--- src/rtl/core/ist_pkg.sv ---
package ist_pkg;

  localparam int CAPACITY = 16;
  localparam int AW       = (CAPACITY > 1) ? $clog2(CAPACITY) : 1;
  localparam int CNT_W    = $clog2(CAPACITY + 1);
  localparam int DATA_W   = 32;

  localparam logic [1:0] KIND_INSERT = 2'd0;
  localparam logic [1:0] KIND_REMOVE = 2'd1;

  typedef struct packed {
    logic              we;
    logic [AW-1:0]     waddr;
    logic [DATA_W-1:0] wdata;
    logic [AW-1:0]     raddr;
  } mem_req_t;

endpackage

--- src/rtl/core/ist_store.sv ---
module ist_store
  import ist_pkg::*;
(
  input  logic              clk,
  input  mem_req_t          req,
  output logic [DATA_W-1:0] rd_data
);

  logic [DATA_W-1:0] mem [CAPACITY];
  logic [DATA_W-1:0] rd_data_r;

  // One write port and one read port with registered read data.
  always_ff @(posedge clk) begin
    if (req.we) begin
      mem[req.waddr] <= req.wdata;
    end
    rd_data_r <= mem[req.raddr];
  end

  assign rd_data = rd_data_r;

endmodule

--- src/rtl/core/ist_ctrl.sv ---
module ist_ctrl
  import ist_pkg::*;
(
  input  logic                    clk,
  input  logic                    rst_n,
  input  logic                    start,
  input  logic [1:0]              in_kind,
  input  logic signed [DATA_W-1:0] in_value,
  output logic                    busy,
  output mem_req_t                req,
  input  logic [DATA_W-1:0]       rd_data,
  output logic                    out_valid,
  output logic                    out_was_present,
  output logic [4:0]              out_entry_count,
  output logic                    out_refused
);

  typedef enum logic [1:0] {S_IDLE, S_SEARCH, S_SHIFT} state_t;

  state_t            state_r, state_nxt;
  logic [1:0]        kind_r, kind_nxt;
  logic [DATA_W-1:0] value_r, value_nxt;
  logic [CNT_W-1:0]  idx_r, idx_nxt;
  logic [CNT_W-1:0]  didx_r, didx_nxt;
  logic              dv_r, dv_nxt;
  logic [CNT_W-1:0]  cnt_r, cnt_nxt;
  logic              out_valid_r, out_valid_nxt;
  logic              present_r, present_nxt;
  logic [4:0]        count_out_r, count_out_nxt;
  logic              refused_r, refused_nxt;
  logic              issue;
  logic              hit;
  logic [CNT_W-1:0]  prev_idx;
  logic [CNT_W-1:0]  cnt_inc;
  logic [CNT_W-1:0]  cnt_dec;

  assign issue    = (idx_r < cnt_r);
  assign hit      = dv_r && (rd_data == value_r);
  assign prev_idx = didx_r - 1'b1;
  assign cnt_inc  = cnt_r + 1'b1;
  assign cnt_dec  = cnt_r - 1'b1;

  always_comb begin
    state_nxt     = state_r;
    kind_nxt      = kind_r;
    value_nxt     = value_r;
    idx_nxt       = idx_r;
    didx_nxt      = didx_r;
    dv_nxt        = 1'b0;
    cnt_nxt       = cnt_r;
    out_valid_nxt = 1'b0;
    present_nxt   = present_r;
    count_out_nxt = count_out_r;
    refused_nxt   = refused_r;
    req.we        = 1'b0;
    req.waddr     = prev_idx[AW-1:0];
    req.wdata     = rd_data;
    req.raddr     = idx_r[AW-1:0];

    case (state_r)
      S_IDLE: begin
        if (start) begin
          kind_nxt  = in_kind;
          value_nxt = in_value;
          idx_nxt   = '0;
          state_nxt = S_SEARCH;
        end
      end
      S_SEARCH: begin
        if (hit) begin
          if (kind_r == KIND_REMOVE) begin
            idx_nxt   = didx_r + 1'b1;
            state_nxt = S_SHIFT;
          end else begin
            out_valid_nxt = 1'b1;
            present_nxt   = 1'b1;
            refused_nxt   = 1'b0;
            count_out_nxt = 5'(cnt_r);
            state_nxt     = S_IDLE;
          end
        end else if (!dv_r && !issue) begin
          out_valid_nxt = 1'b1;
          present_nxt   = 1'b0;
          refused_nxt   = 1'b0;
          count_out_nxt = 5'(cnt_r);
          state_nxt     = S_IDLE;
          if (kind_r == KIND_INSERT) begin
            if (cnt_r < CNT_W'(CAPACITY)) begin
              req.we        = 1'b1;
              req.waddr     = cnt_r[AW-1:0];
              req.wdata     = value_r;
              cnt_nxt       = cnt_inc;
              count_out_nxt = 5'(cnt_inc);
            end else begin
              refused_nxt = 1'b1;
            end
          end
        end else if (issue) begin
          dv_nxt   = 1'b1;
          didx_nxt = idx_r;
          idx_nxt  = idx_r + 1'b1;
        end
      end
      S_SHIFT: begin
        // Entry read last cycle moves down one place.
        if (dv_r) begin
          req.we = 1'b1;
        end
        if (!dv_r && !issue) begin
          cnt_nxt       = cnt_dec;
          out_valid_nxt = 1'b1;
          present_nxt   = 1'b1;
          refused_nxt   = 1'b0;
          count_out_nxt = 5'(cnt_dec);
          state_nxt     = S_IDLE;
        end else if (issue) begin
          dv_nxt   = 1'b1;
          didx_nxt = idx_r;
          idx_nxt  = idx_r + 1'b1;
        end
      end
      default: begin
        state_nxt = S_IDLE;
      end
    endcase
  end

  always_ff @(posedge clk) begin
    if (!rst_n) begin
      state_r     <= S_IDLE;
      dv_r        <= 1'b0;
      cnt_r       <= '0;
      out_valid_r <= 1'b0;
    end else begin
      state_r     <= state_nxt;
      dv_r        <= dv_nxt;
      cnt_r       <= cnt_nxt;
      out_valid_r <= out_valid_nxt;
    end
    kind_r      <= kind_nxt;
    value_r     <= value_nxt;
    idx_r       <= idx_nxt;
    didx_r      <= didx_nxt;
    present_r   <= present_nxt;
    count_out_r <= count_out_nxt;
    refused_r   <= refused_nxt;
  end

  assign busy            = (state_r != S_IDLE);
  assign out_valid       = out_valid_r;
  assign out_was_present = present_r;
  assign out_entry_count = count_out_r;
  assign out_refused     = refused_r;

endmodule

--- src/rtl/core/integer_set_table.sv ---
// The result strobe rises once a lookup over the held entries misses or hits, or, for a remove
// that hits, once the later entries have been moved down one place to close the gap.
// Throughput: one request at a time. busy drops with the strobe. The search and the shift walk
// the single read port one entry a cycle. Reset (rst_n low, synchronous) empties the set;
// results cannot be stalled.
module integer_set_table
  import ist_pkg::*;
(
  input  logic                     clk,
  input  logic                     rst_n,
  input  logic                     start,
  output logic                     busy,
  input  logic [1:0]               in_kind,
  input  logic signed [DATA_W-1:0] in_value,
  output logic                     out_valid,
  output logic                     out_was_present,
  output logic [4:0]               out_entry_count,
  output logic                     out_refused
);

  // The element store is a small single-port-write, single-port-read memory.
  // Its contents are undefined after reset; the count is cleared, and
  // entries are never read at or above the count in a way that matters.
  mem_req_t          req;
  logic [DATA_W-1:0] rd_data;

  // The sequencer walks the store one entry per cycle. During the search it
  // issues a read each cycle and compares the registered read data with the
  // requested value in the cycle after, so the read port is the shared unit.
  // On a remove hit it then reads each later entry and writes it back one
  // place lower, again one entry per cycle, before the count drops by one.
  // An insert of an absent value writes at the count in the cycle that
  // the search ends, unless the set is full, in which case it is refused.
  ist_ctrl u_ctrl (
    .clk             (clk),
    .rst_n           (rst_n),
    .start           (start),
    .in_kind         (in_kind),
    .in_value        (in_value),
    .busy            (busy),
    .req             (req),
    .rd_data         (rd_data),
    .out_valid       (out_valid),
    .out_was_present (out_was_present),
    .out_entry_count (out_entry_count),
    .out_refused     (out_refused)
  );

  ist_store u_store (
    .clk     (clk),
    .req     (req),
    .rd_data (rd_data)
  );

endmodule

--- config.mk ---
export PLATFORM = sky130hd
export DESIGN_NAME = integer_set_table
export DESIGN_NICKNAME = d
export VERILOG_FILES = /design/src/rtl/core/ist_pkg.sv /design/src/rtl/core/ist_store.sv /design/src/rtl/core/ist_ctrl.sv /design/src/rtl/core/integer_set_table.sv
export SDC_FILE = /design/constraint.sdc
export NUM_CORES = 1
export LEC_CHECK = 0
export BUFFER_PORTS_ARGS = -buffer_cell sky130_fd_sc_hd__buf_2
export CAP_MARGIN = 20
export CORE_ASPECT_RATIO = 0.6
export CORE_MARGIN = 2
export CORE_UTILIZATION = 35
export DETAILED_ROUTE_END_ITERATION = 6
export PLACE_DENSITY = 0.56
export SLEW_MARGIN = 15
export SYNTH_ARGS = -nofsm -noshare
export SYNTH_HDL_FRONTEND = slang
export SYNTH_SLANG_ARGS = --single-unit
--- constraint.sdc ---
create_clock -name clk -period 4.33 [get_ports clk]
set_clock_uncertainty 0.2 [all_clocks]
set_input_delay 0.6495 -clock clk [delete_from_list [all_inputs] [get_ports clk]]
set_output_delay 0.6495 -clock clk [all_outputs]
set_load 0.1 [all_outputs]
==> results.py <==
metrics = {
    "clocking": {
        "cts_max_level": 2,
        "cts_made_buffers": 53,
        "clk_pin_slew_ps": 70,
        "postCtsSetupBuffers": 0,
        "cts_sinks": 604,
        "cts_root_buf": "clkbuf_16",
        "clk_latency_ps": 610,
        "clockBufferDepth": 3,
        "ctsHoldBuffers": 13,
        "cts_tree": "built",
        "ctsResizeCount": 0,
    },
    "cells_and_area": {
        "fin_util": 0.405,
        "n_antenna_cell": 0,
        "drive_gt1_frac": 0.210,
        "syn2layout_area_growth_pct": 14.5,
        "finalInstanceArea_um2": 27600,
        "num-nets-final": 1478,
    },
    "run": {
        "maxCapViolCount": 0,
    },
    "run_status": {
        "status": "completed",
    },
    "floorplan": {
        "die_y_um": 207,
        "rows": 74,
        "io_pins": 46,
        "core_um2": 68100,
        "initial_core_util": 0.354,
        "die_width_um": 342,
        "dieArea_um2": 70900,
    },
    "timing": {
        "finalSetupViolCount": 0,
        "period_minus_slack_ps": 3750,
        "tightest_slew_ps": 1030,
        "slew_headroom": 0.310,
        "hold_violations": 0,
        "period_share": 0.867,
        "setup-tns-final_ps": 0,
        "rsz0062_at_grt": "no",
        "whs_ps": 24.9,
        "timing.fmax_mhz": 266,
        "slew_viol_final": 0,
    },
    "drt": {
        "top_layer": "met4",
        "drt-total-wl_um": 57300,
        "route.detailed.drc": 0,
        "vias_per_cell": 5.27,
        "ant_nets": 0,
        "firstDrtPassIters": 5,
        "met1Wirelength_um": 28900,
        "wl_met3_um": 3310,
        "wl_per_cell_um": 24.0,
        "drt_iter0_drc": 1075,
        "vias": 12567,
        "met2_length_um": 24200,
    },
    "yosys": {
        "netlist-cell-type-count": 60,
        "syn_area_per_cell_um2": 17.9,
        "synth-warning-count": 0,
        "synth_area_leaders": "edfxtp_1, mux4_2, mux2i_1",
        "synth_fp_nets": 1393,
        "synth_edf_count": 563,
        "synth_top_area_frac": 0.703,
        "synth.largest_area_cell": "edfxtp_1",
        "async_flop_share": 0,
        "synth-seq-cells": 604,
        "yosysSeqAreaShare": 0.737,
        "syn-cell-area_um2": 24100,
        "synthCells": 1343,
        "synth_ff_type": "edfxtp_1",
    },
    "setup_path": {
        "crit_path_cell_trace": "clkinv_1, ha_1, a21oi_1, o21ai_4, a21boi_4, nor3_4, a31oi_1, nor2_4, buf_12",
        "cp.arrival_ps": 3910,
        "cp_max_fo": 17,
        "cp-end-kind": "flip-flop",
        "crit_required_ps": 4490,
        "cp-start-kind": "flip-flop",
        "slowest_delay_ps": 800,
        "path_class": "reg -> reg",
        "cp_slowest_cell": "a31oi_1",
    },
    "power": {
        "ir_worst_vdd_mv": 0.300,
        "power_leakage_nw": 8.71,
        "p_per_area_nw_per_um2": 457,
        "p_total_mw": 12.6,
    },
    "global_route": {
        "grt-ovfl-total": 0,
        "antenna_found_initial": 1,
        "grt_max_degree": 109,
        "grt_usage": 0.161,
        "grt_pass1_vias": 12490,
        "grt_first_pass_wirelength_um": 84700,
    },
    "place": {
        "portBuffers": 45,
        "hpwl_um": 33000,
        "routabilityCongestion": 0.822,
        "place_area_um2": 25700,
    },
    "worst_hold_path": {
        "hp-class": "in -> reg",
    },
}
## state kept, by name (all words and copies together), names as in the netlist, 2 cells and up
register	count
u_ctrl.cnt_r	5
u_ctrl.didx_r	5
u_ctrl.idx_r	5
u_ctrl.kind_r	2
u_ctrl.out_entry_count	5
u_ctrl.state_r	2
u_ctrl.value_r	32
u_store.mem	512
u_store.rd_data	32
## critical path, delay by kind of cell (launching register included)
kind,cells,cell delay (ps)
and+or+nand+nor,2,390
adders and majority gates,1,360
buffers and inverters,2,570
AOI/OAI and AO/OA,4,1460
DFF,1,500
## cell usage after synthesis (all sizes together) (2+ instances only)
cell,instances
a21o,2
a21oi,46
a221oi,33
a22oi,32
a31oi,5
and2,2
and3,4
buf,33
clkbuf,37
dfxtp,41
edfxtp,563
ha,13
inv,13
mux2,63
mux2i,100
mux4,64
nand2,54
nand2b,3
nand3,14
nand4,11
nand4b,2
nor2,37
nor2b,4
nor3,13
nor4,8
nor4b,2
o211a,2
o211ai,3
o21a,3
o21ai,72
o311a,4
o311ai,2
or2,3
xnor2,37
xor2,7
## cell families after synthesis
family	Yosys count	share of synthesized area
XOR/XNOR	44	0.0160
buffers and inverters	84	0.0172
AO/OA/AOI/OAI	211	0.0582
flip-flops	604	0.737
AND/OR/NAND/NOR	160	0.0341
adder cells (fa/ha/maj)	13	0.00676
multiplexers	227	0.131
## placed cells by master (no fill, tap or decap), drive strengths merged, types with 11 or more instances in the layout
cell,count
dlygate4sd3,13
mux2,63
ha,13
nor3,13
nand2,54
nor2,37
mux2i,100
a221oi,33
mux4,64
inv,14
edfxtp,563
nand3,14
o21ai,72
clkbuf,66
clkinv,26
a21oi,46
buf,87
nand4,11
dfxtp,41
a22oi,32
xnor2,37
## path summary, 6_finish.rpt
check        cells past startpoint             from  slack (ps)                  to
max                              9  u_ctrl.cnt_r[2]         580  u_store.mem[14][7]
min                              1     in_value[14]          20  u_ctrl.value_r[14]
max reg2reg                      9  u_ctrl.cnt_r[2]         580  u_store.mem[14][7]
min reg2reg                      0  u_ctrl.idx_r[4]         370    u_ctrl.didx_r[4]
## power breakdown
part	switching, mW	internal [mW]	leakage, nW	total [mW]
clock network	2.12	2.59	0.821	4.71
registers	0.0767	6.68	5.43	6.76
logic	0.758	0.366	2.46	1.12
## area by class of cell
cell class                      count  area, µm²
Clock buffer                       66       1400
Clock inverter                     33        303
Fill cell                        6025      40500
Inverter                           14       52.6
Multi-Input combinational cell    655       6060
Sequential cell                   604      17700
Tap cell                          912       1140
Timing Repair Buffer              100        883
## metal layers
layer,GRT usage,up-vias
met3,0.0291,70
met1,0.260,6570
li1,-,5567
met4,0.0284,0
met2,0.226,360
met5,0,-
## through the flow
| stage | instances | setup slack [ps] |
|---|---|---|
| final | 2384 | 576 |
| after global routing | 2384 | 393 |
| after CTS | 2384 | 605 |
| after detailed placement | 2272 | 619 |
| after global placement | 2272 | 680 |
| after floorplan | 1343 | 399 |
Power figures use the tool's default switching activity.
